`src/assert_macros.svh`:
```
// Assertion macros used by the top-level RTL file of the LED pattern sequencer.
`ifndef ASSERT_MACROS_SVH
`define ASSERT_MACROS_SVH

// The consequent must hold in the same cycle as the antecedent.
`define ASSERT_SAME(label, clk, rst, ante, cons) \
  label: assert property (@(posedge clk) disable iff (rst) (ante) |-> (cons)) \
    else $error("same-cycle assertion failed");

// The consequent must hold in the cycle after the antecedent.
`define ASSERT_NEXT(label, clk, rst, ante, cons) \
  label: assert property (@(posedge clk) disable iff (rst) (ante) |=> (cons)) \
    else $error("next-cycle assertion failed");

`endif

```
`src/slps_pkg.sv`:
```
`default_nettype none

package slps_pkg;

  typedef enum logic [2:0] {
    CMD_TICK       = 3'd0,
    CMD_SET_MODE   = 3'd1,
    CMD_SET_JOINED = 3'd2,
    CMD_FLASH      = 3'd3,
    CMD_ERROR      = 3'd4
  } cmd_t;

  typedef enum logic [2:0] {
    MODE_BOOT        = 3'd0,
    MODE_JOINING     = 3'd1,
    MODE_REJOINING   = 3'd2,
    MODE_JOINED      = 3'd3,
    MODE_IDENTIFYING = 3'd4,
    MODE_RESET_HOLD  = 3'd5,
    MODE_FACTORY     = 3'd6,
    MODE_ERROR       = 3'd7
  } mode_t;

  // Register indexes, taken from paddr[2].
  localparam logic REG_ENABLE = 1'b0;
  localparam logic REG_LEVEL  = 1'b1;

  localparam logic [3:0] ERR_BLINK_LEN = 4'd12;
  localparam logic [1:0] FLASH_LEN     = 2'd2;

  localparam logic [7:0] LVL_FULL  = 8'd48;
  localparam logic [7:0] LVL_BLUE  = 8'd32;
  localparam logic [7:0] LVL_ORNG  = 8'd28;
  localparam logic [7:0] LVL_DIM   = 8'd12;
  localparam logic [7:0] LVL_IDLE  = 8'd18;
  localparam logic [7:0] LVL_FAINT = 8'd3;
  localparam logic [7:0] LVL_MAX   = 8'hff;

  typedef struct packed {
    logic [7:0] red;
    logic [7:0] green;
    logic [7:0] blue;
  } rgb_t;

  typedef struct packed {
    logic valid;
    rgb_t color;
  } stage_t;

  typedef struct packed {
    logic       enable;
    logic [7:0] level;
  } cfg_t;

endpackage

`default_nettype wire

```
`src/slps_cmd_if.sv`:
```
`default_nettype none

interface slps_cmd_if;
  logic       valid;
  logic       ready;
  logic [2:0] cmd;
  logic [2:0] mode;
  logic       switch_state;

  modport source (output valid, cmd, mode, switch_state, input ready);
  modport sink (input valid, cmd, mode, switch_state, output ready);
endinterface

`default_nettype wire

```
`src/slps_led_if.sv`:
```
`default_nettype none

interface slps_led_if;
  logic       valid;
  logic       ready;
  logic [7:0] red;
  logic [7:0] green;
  logic [7:0] blue;

  modport source (output valid, red, green, blue, input ready);
  modport sink (input valid, red, green, blue, output ready);
endinterface

`default_nettype wire

```
`src/slps_cfg.sv`:
```
`default_nettype none

module slps_cfg (
  input  logic               clk,
  input  logic               rst,
  input  logic               psel,
  input  logic               penable,
  input  logic               pwrite,
  input  logic [2:0]         paddr,
  input  logic [31:0]        pwdata,
  output logic [31:0]        prdata,
  output logic               pready,
  output slps_pkg::cfg_t     cfg
);

  logic wr_en;

  assign pready = 1'b1;
  assign wr_en  = psel && penable && pwrite && pready;

  always_ff @(posedge clk) begin
    if (rst) begin
      cfg.enable <= 1'b1;
      cfg.level  <= slps_pkg::LVL_MAX;
    end else if (wr_en) begin
      unique case (paddr[2])
        slps_pkg::REG_ENABLE: cfg.enable <= pwdata[0];
        slps_pkg::REG_LEVEL:  cfg.level  <= pwdata[7:0];
        default: ;
      endcase
    end
  end

  always_comb begin
    prdata = 32'd0;
    unique case (paddr[2])
      slps_pkg::REG_ENABLE: prdata = {31'd0, cfg.enable};
      slps_pkg::REG_LEVEL:  prdata = {24'd0, cfg.level};
      default: prdata = 32'd0;
    endcase
  end

endmodule

`default_nettype wire

```
`src/slps_ctrl.sv`:
```
`default_nettype none

module slps_ctrl (
  input  logic             clk,
  input  logic             rst,
  input  logic             in_valid,
  output logic             in_ready,
  input  logic [2:0]       cmd,
  input  logic [2:0]       mode,
  input  logic             switch_state,
  input  logic             out_free,
  output slps_pkg::stage_t stage
);

  slps_pkg::mode_t current_mode, current_mode_next;
  logic            output_flag, output_flag_next;
  logic [1:0]      flash_count, flash_count_next;
  logic [3:0]      error_count, error_count_next;
  logic [2:0]      tick_phase, tick_phase_next;

  logic            stage_valid;
  slps_pkg::rgb_t  stage_color;
  slps_pkg::rgb_t  color;
  logic            in_fire;
  logic            is_tick;
  logic            even;
  logic [3:0]      err_phase;

  // The colour stage moves on whenever the scaling stage has room.
  assign in_ready = !stage_valid || out_free;
  assign in_fire  = in_valid && in_ready;
  assign is_tick  = (cmd == slps_pkg::CMD_TICK);
  assign stage    = '{valid: stage_valid, color: stage_color};

  assign even      = !tick_phase[0];
  assign err_phase = slps_pkg::ERR_BLINK_LEN - error_count;

  // Colour seen by a tick, taken from the state before the tick updates it.
  always_comb begin
    color = '0;
    if (error_count != 4'd0) begin
      if (!err_phase[1]) color.red = slps_pkg::LVL_FULL;
    end else if (flash_count != 2'd0) begin
      color.green = slps_pkg::LVL_FULL;
      color.blue  = slps_pkg::LVL_FULL;
    end else begin
      unique case (current_mode)
        slps_pkg::MODE_JOINING: begin
          if (even) color.blue = slps_pkg::LVL_BLUE;
        end
        slps_pkg::MODE_REJOINING: begin
          if (!tick_phase[1]) begin
            color.red   = slps_pkg::LVL_ORNG;
            color.green = slps_pkg::LVL_DIM;
          end
        end
        slps_pkg::MODE_JOINED: begin
          if (output_flag) color.green = slps_pkg::LVL_FULL;
          else if (tick_phase == 3'd0) color.green = slps_pkg::LVL_IDLE;
          else color.green = slps_pkg::LVL_FAINT;
        end
        slps_pkg::MODE_IDENTIFYING: begin
          if (even) begin
            color.red   = slps_pkg::LVL_FULL;
            color.green = slps_pkg::LVL_FULL;
          end
        end
        slps_pkg::MODE_RESET_HOLD: begin
          if (even) begin
            color.red   = slps_pkg::LVL_FULL;
            color.green = slps_pkg::LVL_DIM;
          end
        end
        slps_pkg::MODE_FACTORY: begin
          if (even) begin
            color.red  = slps_pkg::LVL_FULL;
            color.blue = slps_pkg::LVL_FULL;
          end
        end
        slps_pkg::MODE_ERROR: begin
          if (even) color.red = slps_pkg::LVL_FULL;
        end
        default: ;
      endcase
    end
  end

  always_comb begin
    current_mode_next = current_mode;
    output_flag_next  = output_flag;
    flash_count_next  = flash_count;
    error_count_next  = error_count;
    tick_phase_next   = tick_phase;
    if (in_fire) begin
      unique case (cmd)
        slps_pkg::CMD_TICK: begin
          if (error_count != 4'd0) error_count_next = error_count - 4'd1;
          else if (flash_count != 2'd0) flash_count_next = flash_count - 2'd1;
          tick_phase_next = tick_phase + 3'd1;
        end
        slps_pkg::CMD_SET_MODE: begin
          current_mode_next = slps_pkg::mode_t'(mode);
        end
        slps_pkg::CMD_SET_JOINED: begin
          current_mode_next = slps_pkg::MODE_JOINED;
          output_flag_next  = switch_state;
        end
        slps_pkg::CMD_FLASH: begin
          current_mode_next = slps_pkg::MODE_JOINED;
          output_flag_next  = switch_state;
          flash_count_next  = slps_pkg::FLASH_LEN;
          error_count_next  = 4'd0;
        end
        slps_pkg::CMD_ERROR: begin
          flash_count_next = 2'd0;
          error_count_next = slps_pkg::ERR_BLINK_LEN;
        end
        default: ;
      endcase
    end
  end

  always_ff @(posedge clk) begin
    if (rst) begin
      current_mode <= slps_pkg::MODE_BOOT;
      output_flag  <= 1'b0;
      flash_count  <= 2'd0;
      error_count  <= 4'd0;
      tick_phase   <= 3'd0;
      stage_valid  <= 1'b0;
    end else begin
      current_mode <= current_mode_next;
      output_flag  <= output_flag_next;
      flash_count  <= flash_count_next;
      error_count  <= error_count_next;
      tick_phase   <= tick_phase_next;
      if (in_ready) stage_valid <= in_fire && is_tick;
    end
  end

  always_ff @(posedge clk) begin
    if (in_ready) stage_color <= color;
  end

endmodule

`default_nettype wire

```
`src/slps_scale.sv`:
```
`default_nettype none

module slps_scale (
  input  logic             clk,
  input  logic             rst,
  input  slps_pkg::stage_t stage,
  input  slps_pkg::cfg_t   cfg,
  output logic             out_free,
  output logic             out_valid,
  input  logic             out_ready,
  output slps_pkg::rgb_t   out_color
);

  slps_pkg::rgb_t scaled;

  // c * level / 255: with x = 256*t + low, the remainder low + t stays
  // below 510, so one compare fixes the quotient t.
  function automatic logic [7:0] scale_ch(input logic [7:0] c, input logic [7:0] level);
    logic [15:0] prod;
    logic [7:0]  quo;
    logic [8:0]  rem;
    prod = {8'd0, c} * {8'd0, level};
    quo  = prod[15:8];
    rem  = {1'b0, prod[7:0]} + {1'b0, quo};
    if (rem >= {1'b0, slps_pkg::LVL_MAX}) quo = quo + 8'd1;
    return quo;
  endfunction

  always_comb begin
    scaled = '0;
    if (cfg.enable) begin
      scaled.red   = scale_ch(stage.color.red, cfg.level);
      scaled.green = scale_ch(stage.color.green, cfg.level);
      scaled.blue  = scale_ch(stage.color.blue, cfg.level);
    end
  end

  assign out_free = !out_valid || out_ready;

  always_ff @(posedge clk) begin
    if (rst) begin
      out_valid <= 1'b0;
    end else if (out_free) begin
      out_valid <= stage.valid;
    end
  end

  always_ff @(posedge clk) begin
    if (out_free) out_color <= scaled;
  end

endmodule

`default_nettype wire

```
`src/status_led_pattern_sequencer.sv`:
```
// Status LED pattern sequencer.
// A tick's colour passes the colour register and then the scaling register;
// other commands update state at acceptance and give no output.
// Throughput: one transaction per cycle unless leds.ready stalls both registers.
// Reset (rst, synchronous): boot mode, all counters zero, light enabled at full level.
`default_nettype none
`include "assert_macros.svh"

module status_led_pattern_sequencer (
  input  logic        clk,
  input  logic        rst,
  input  logic        psel,
  input  logic        penable,
  input  logic        pwrite,
  input  logic [2:0]  paddr,
  input  logic [31:0] pwdata,
  output logic [31:0] prdata,
  output logic        pready,
  slps_cmd_if.sink    events,
  slps_led_if.source  leds
);

  slps_pkg::cfg_t   cfg;
  slps_pkg::stage_t stage;
  slps_pkg::rgb_t   out_color;
  logic             out_free;
  logic             in_fire;

  slps_cfg u_cfg (
    .clk     (clk),
    .rst     (rst),
    .psel    (psel),
    .penable (penable),
    .pwrite  (pwrite),
    .paddr   (paddr),
    .pwdata  (pwdata),
    .prdata  (prdata),
    .pready  (pready),
    .cfg     (cfg)
  );

  slps_ctrl u_ctrl (
    .clk          (clk),
    .rst          (rst),
    .in_valid     (events.valid),
    .in_ready     (events.ready),
    .cmd          (events.cmd),
    .mode         (events.mode),
    .switch_state (events.switch_state),
    .out_free     (out_free),
    .stage        (stage)
  );

  slps_scale u_scale (
    .clk       (clk),
    .rst       (rst),
    .stage     (stage),
    .cfg       (cfg),
    .out_free  (out_free),
    .out_valid (leds.valid),
    .out_ready (leds.ready),
    .out_color (out_color)
  );

  assign leds.red   = out_color.red;
  assign leds.green = out_color.green;
  assign leds.blue  = out_color.blue;

  assign in_fire = events.valid && events.ready;

  `ASSERT_NEXT(a_cmd_no_color, clk, rst, in_fire && events.cmd != slps_pkg::CMD_TICK, !stage.valid)
  `ASSERT_NEXT(a_tick_color, clk, rst, in_fire && events.cmd == slps_pkg::CMD_TICK, stage.valid)
  `ASSERT_NEXT(a_stage_hold, clk, rst, stage.valid && !out_free, stage.valid && $stable(stage.color))
  `ASSERT_SAME(a_stall_no_accept, clk, rst, stage.valid && !out_free, !events.ready)

endmodule

`default_nettype wire
```
`src/flat_wrapper.sv`:
```
// flat-port wrapper written by rule: the top's interface ports become plain ports
module status_led_pattern_sequencer_flat 
  (clk, rst, psel, penable, pwrite, paddr, pwdata, prdata, pready, events_valid, events_cmd, events_mode, events_switch_state, events_ready, leds_valid, leds_red, leds_green, leds_blue, leds_ready);
  slps_cmd_if events_i ();
  slps_led_if leds_i ();
  input  logic clk;
  input  logic rst;
  input  logic psel;
  input  logic penable;
  input  logic pwrite;
  input  logic [2:0] paddr;
  input  logic [31:0] pwdata;
  output logic [31:0] prdata;
  output logic pready;
  input wire logic [$bits(events_i.valid)-1:0] events_valid;
  input wire logic [$bits(events_i.cmd)-1:0] events_cmd;
  input wire logic [$bits(events_i.mode)-1:0] events_mode;
  input wire logic [$bits(events_i.switch_state)-1:0] events_switch_state;
  output wire logic [$bits(events_i.ready)-1:0] events_ready;
  output wire logic [$bits(leds_i.valid)-1:0] leds_valid;
  output wire logic [$bits(leds_i.red)-1:0] leds_red;
  output wire logic [$bits(leds_i.green)-1:0] leds_green;
  output wire logic [$bits(leds_i.blue)-1:0] leds_blue;
  input wire logic [$bits(leds_i.ready)-1:0] leds_ready;
  assign events_i.valid = events_valid;
  assign events_i.cmd = events_cmd;
  assign events_i.mode = events_mode;
  assign events_i.switch_state = events_switch_state;
  assign events_ready = events_i.ready;
  assign leds_valid = leds_i.valid;
  assign leds_red = leds_i.red;
  assign leds_green = leds_i.green;
  assign leds_blue = leds_i.blue;
  assign leds_i.ready = leds_ready;
  status_led_pattern_sequencer u_core (.clk(clk), .rst(rst), .psel(psel), .penable(penable), .pwrite(pwrite), .paddr(paddr), .pwdata(pwdata), .prdata(prdata), .pready(pready), .events(events_i), .leds(leds_i));
endmodule
```
`config.mk`:
```
export PLATFORM = sky130hd
export DESIGN_NAME = status_led_pattern_sequencer_flat
export DESIGN_NICKNAME = d
export VERILOG_FILES = /design/src/slps_pkg.sv /design/src/slps_cmd_if.sv /design/src/slps_led_if.sv /design/src/slps_cfg.sv /design/src/slps_ctrl.sv /design/src/slps_scale.sv /design/src/status_led_pattern_sequencer.sv /design/src/flat_wrapper.sv
export VERILOG_INCLUDE_DIRS = /design/src /design/src/src
export SDC_FILE = /design/constraint.sdc
export NUM_CORES = 1
export LEC_CHECK = 0
export ABC_AREA = 1
export BUFFER_PORTS_ARGS = -buffer_cell sky130_fd_sc_hd__clkbuf_2
export CELL_PAD_IN_SITES_DETAIL_PLACEMENT = 1
export CELL_PAD_IN_SITES_GLOBAL_PLACEMENT = 2
export CORE_MARGIN = 2
export CORE_UTILIZATION = 36
export CTS_CLUSTER_DIAMETER = 60
export DETAILED_ROUTE_END_ITERATION = 12
export GPL_TIMING_DRIVEN = 0
export PLACE_DENSITY_LB_ADDON = 0.1
export SLEW_MARGIN = 25
export SYNTH_ARGS = -nofsm -noshare
export SYNTH_HDL_FRONTEND = slang
export SYNTH_SLANG_ARGS = --single-unit
```
`constraint.sdc`:
```
create_clock -name clk -period 14.95 [get_ports clk]
set_clock_uncertainty 0.2 [all_clocks]
set_input_delay 2.2425 -clock clk [delete_from_list [all_inputs] [get_ports clk]]
set_output_delay 2.2425 -clock clk [all_outputs]
set_load 0.01 [all_outputs]
```
==> flow_metrics.py <==
metrics = {
    "outcome": {
        "run_status": "completed",
    },
    "clock_network": {
        "numCtsBuffers": 9,
        "tritoncts": "built",
        "worst_skew_pair.late_latency_ns": 0.34,
        "cts_buffer_depth": 2,
        "cts-hold-fix-buffers": 0,
        "cts_resized": 0,
        "cts.repair_timing.setup_buffer_count": 0,
        "htree_num_levels": 3,
        "cts.clk_slew.worst_paths_ns": 0.06,
        "numClockSinks": 58,
        "ctsRootBufferMaster": "sky130_fd_sc_hd__clkbuf_16",
    },
    "timing": {
        "period_minus_slack_ns": 6.688,
        "final-hold-violation-count": 0,
        "fin_crit_sh_pct": 44.74,
        "setup_tns_ns": 0,
        "finalWorstSetupSlack_ns": 8.262,
        "worst_slew_margin_rel_pct": 49.31,
        "rsz0062_at_grt": "no",
        "final.hold.worst_slack_ns": 0.2608,
        "timing.final.max_slew_violations": 0,
        "worst_slew_pin_slew_ns": 0.7604,
        "setup-violations-final": 0,
        "clock.fmax_ghz": 0.1495,
    },
    "layout": {
        "area_growth_syn_to_fin_pct": 13.76,
        "post_layout_nonfiller_instances": 1434,
        "fin_util_pct": 41.72,
        "most_frequent_standard_cell_in_the_layout_excluding_fill_and_tap_cells": "sky130_fd_sc_hd__inv_1",
        "fin_nets": 1364,
        "mostFrequentLayoutCells": "sky130_fd_sc_hd__inv_1, sky130_fd_sc_hd__nand2_1, sky130_fd_sc_hd__ha_1",
        "drive_gt1_share_pct": 12.61,
        "fin_area_um2": 8771,
    },
    "floorplan": {
        "initial_utilization_pct": 36.68,
        "die_area_um2": 22600,
        "die_h_um": 150.3,
        "core_area_um2": 21020,
        "cell_row_count": 53,
        "die-width_um": 150.3,
        "number_of_ports_placed_on_the_die_boundary": 108,
    },
    "setup_path": {
        "max_stage_delay_ns": 0.55,
        "critPathSlowestCell": "sky130_fd_sc_hd__fa_1",
        "cp-start-kind": "register",
        "arrival_ns": 6.57,
        "critPathMostFrequentCell": "sky130_fd_sc_hd__nand2_1",
        "critPathMaxFanout": 10,
        "cp.required_ns": 14.83,
        "endpoint_kind": "register",
        "timing_worst_setup_path_type": "register to register",
    },
    "placement": {
        "preCtsSetupSlack_ns": 8.240,
        "place.gp.congestion": 0.7779,
        "placedCellCount": 1417,
        "dp.final_hpwl_mm": 16.15,
        "postPlaceCellArea_um2": 8418,
        "place.port_buffers": 55,
    },
    "route": {
        "num_vias": 6587,
        "drt-total-wl_mm": 19.30,
        "dr.pass1.iters": 4,
        "vias_per_cell": 4.593,
        "drc": 0,
        "initialDrtViolationCount": 183,
        "wl_per_cell_um": 13.46,
        "antenna_violating_nets_post_route": 0,
    },
    "synthesis": {
        "yosys_warn_count": 0,
        "syn-mean-instance-area_um2": 7.246,
        "async_reset_ff_share_pct": 0,
        "synth.cell_area_um2": 7710,
        "synth_edf_count": 34,
        "ys_ff_latch": 58,
        "ys_seq_area_share_pct": 19.47,
        "synthesis.instances": 1064,
        "yosysUniqueCellTypes": 41,
        "synthFlopType": "sky130_fd_sc_hd__edfxtp_1",
    },
    "worst_hold_path": {
        "hold_class": "register to register",
    },
    "flow_run": {
        "timing.max_cap.violations": 0,
    },
    "global_routing": {
        "global_route.overflow_total": 0,
        "grt_pass1_vias": 6843,
        "number_of_antenna_violations_at_the_first_check_in_global_routing": 1,
        "global_route.usage.total_pct": 18.18,
        "largest_net_degree_at_the_start_of_global_routing": 27,
        "grt_first_pass_wirelength_mm": 32.88,
    },
    "power": {
        "pwr_density_cell_nw_per_um2": 113.2,
        "totalPowerFinal_mw": 0.9926,
        "p_leak_nw": 5.353,
        "worst_ir_drop_vdd_mv": 0.08925,
    },
}
==> synth_stat cells, drive strengths merged (4+ instances only) <==
cell type | instances | area, um^2
clkbuf | 23 | 96.34
xor2 | 23 | 216.5
nand3 | 64 | 360.3
nand4 | 10 | 62.56
inv | 253 | 949.7
fa | 40 | 800.8
nand2 | 256 | 1003
edfxtp | 34 | 1021
ha | 122 | 1526
o21ai | 35 | 186.4
buf | 25 | 187.7
xnor2 | 5 | 43.79
dfxtp | 24 | 480.5
a31oi | 4 | 25.02
a211oi | 5 | 37.54
a21oi | 62 | 317.8
nor2 | 50 | 214.0
nor3 | 9 | 45.04
==> layout make-up <==
type	instances	area, um^2
Antenna cell	1	2.502
Buffer	48	284.0
Clock buffer	9	225.2
Clock inverter	7	125.1
Fill cell	2725	12250
Inverter	255	957.2
Multi-Input combinational cell	726	5056
Sequential cell	58	1501
Tap cell	275	344.1
Timing Repair Buffer	55	275.3
==> path summary, 6_finish.rpt <==
path / from / end / slack, ns / depth (start not counted)
setup / recovery: u_core.u_cfg.cfg[7] / u_core.u_scale.out_color[22] / 8.26 / 30
hold / removal: u_core.u_ctrl.stage_valid / u_core.u_scale.out_valid / 0.26 / 2
setup reg to reg: u_core.u_cfg.cfg[7] / u_core.u_scale.out_color[22] / 8.26 / 30
hold reg to reg: u_core.u_ctrl.stage_valid / u_core.u_scale.out_valid / 0.26 / 2
==> registers in the layout, indices dropped and copies added, names as in the netlist <==
| signal | count |
|---|---|
| u_core.u_scale.out_valid | 1 |
| u_core.u_ctrl.output_flag | 1 |
| u_core.u_ctrl.tick_phase | 3 |
| u_core.u_ctrl.current_mode | 3 |
| u_core.u_scale.out_color | 24 |
| u_core.u_ctrl.stage_valid | 1 |
| u_core.u_ctrl.stage | 10 |
| u_core.u_ctrl.flash_count | 2 |
| u_core.u_ctrl.error_count | 4 |
| u_core.u_cfg.cfg | 9 |
==> cell families after synthesis <==
kind of cell               Yosys count  synth area share, %
other                                2              0.09741
xor gates and xnor gates            28                3.376
DFF                                 58                19.47
AOI/OAI and AO/OA                  116                8.390
and+or+nand+nor                    395                22.38
adders and majority gates          162                30.18
buffers and inverters              303                16.10
==> power by group <==
group / total, mW / switching (mW) / internal [mW]
combinational: 0.535 / 0.338 / 0.197
sequential: 0.211 / 0.00812 / 0.203
clock: 0.247 / 0.0824 / 0.164
==> layer usage <==
layer  track usage (%)  up-vias  wire (um)
met5                 0        -          0
met4             2.877        0        131
met3             2.909       15        555
met2             32.25       74       9389
met1             23.63     3052       9219
li1                  -     3446          -
==> critical path: cells and delay by family, from the launching register on <==
kind | cells | cell delay, ns
AO/OA/AOI/OAI | 8 | 1.03
buffers and inverters | 3 | 0.69
XOR/XNOR | 1 | 0.27
AND/OR/NAND/NOR | 12 | 1.24
flip-flops | 1 | 0.36
adder cells (fa/ha/maj) | 6 | 2.64
(Power assumes the default switching activity.)
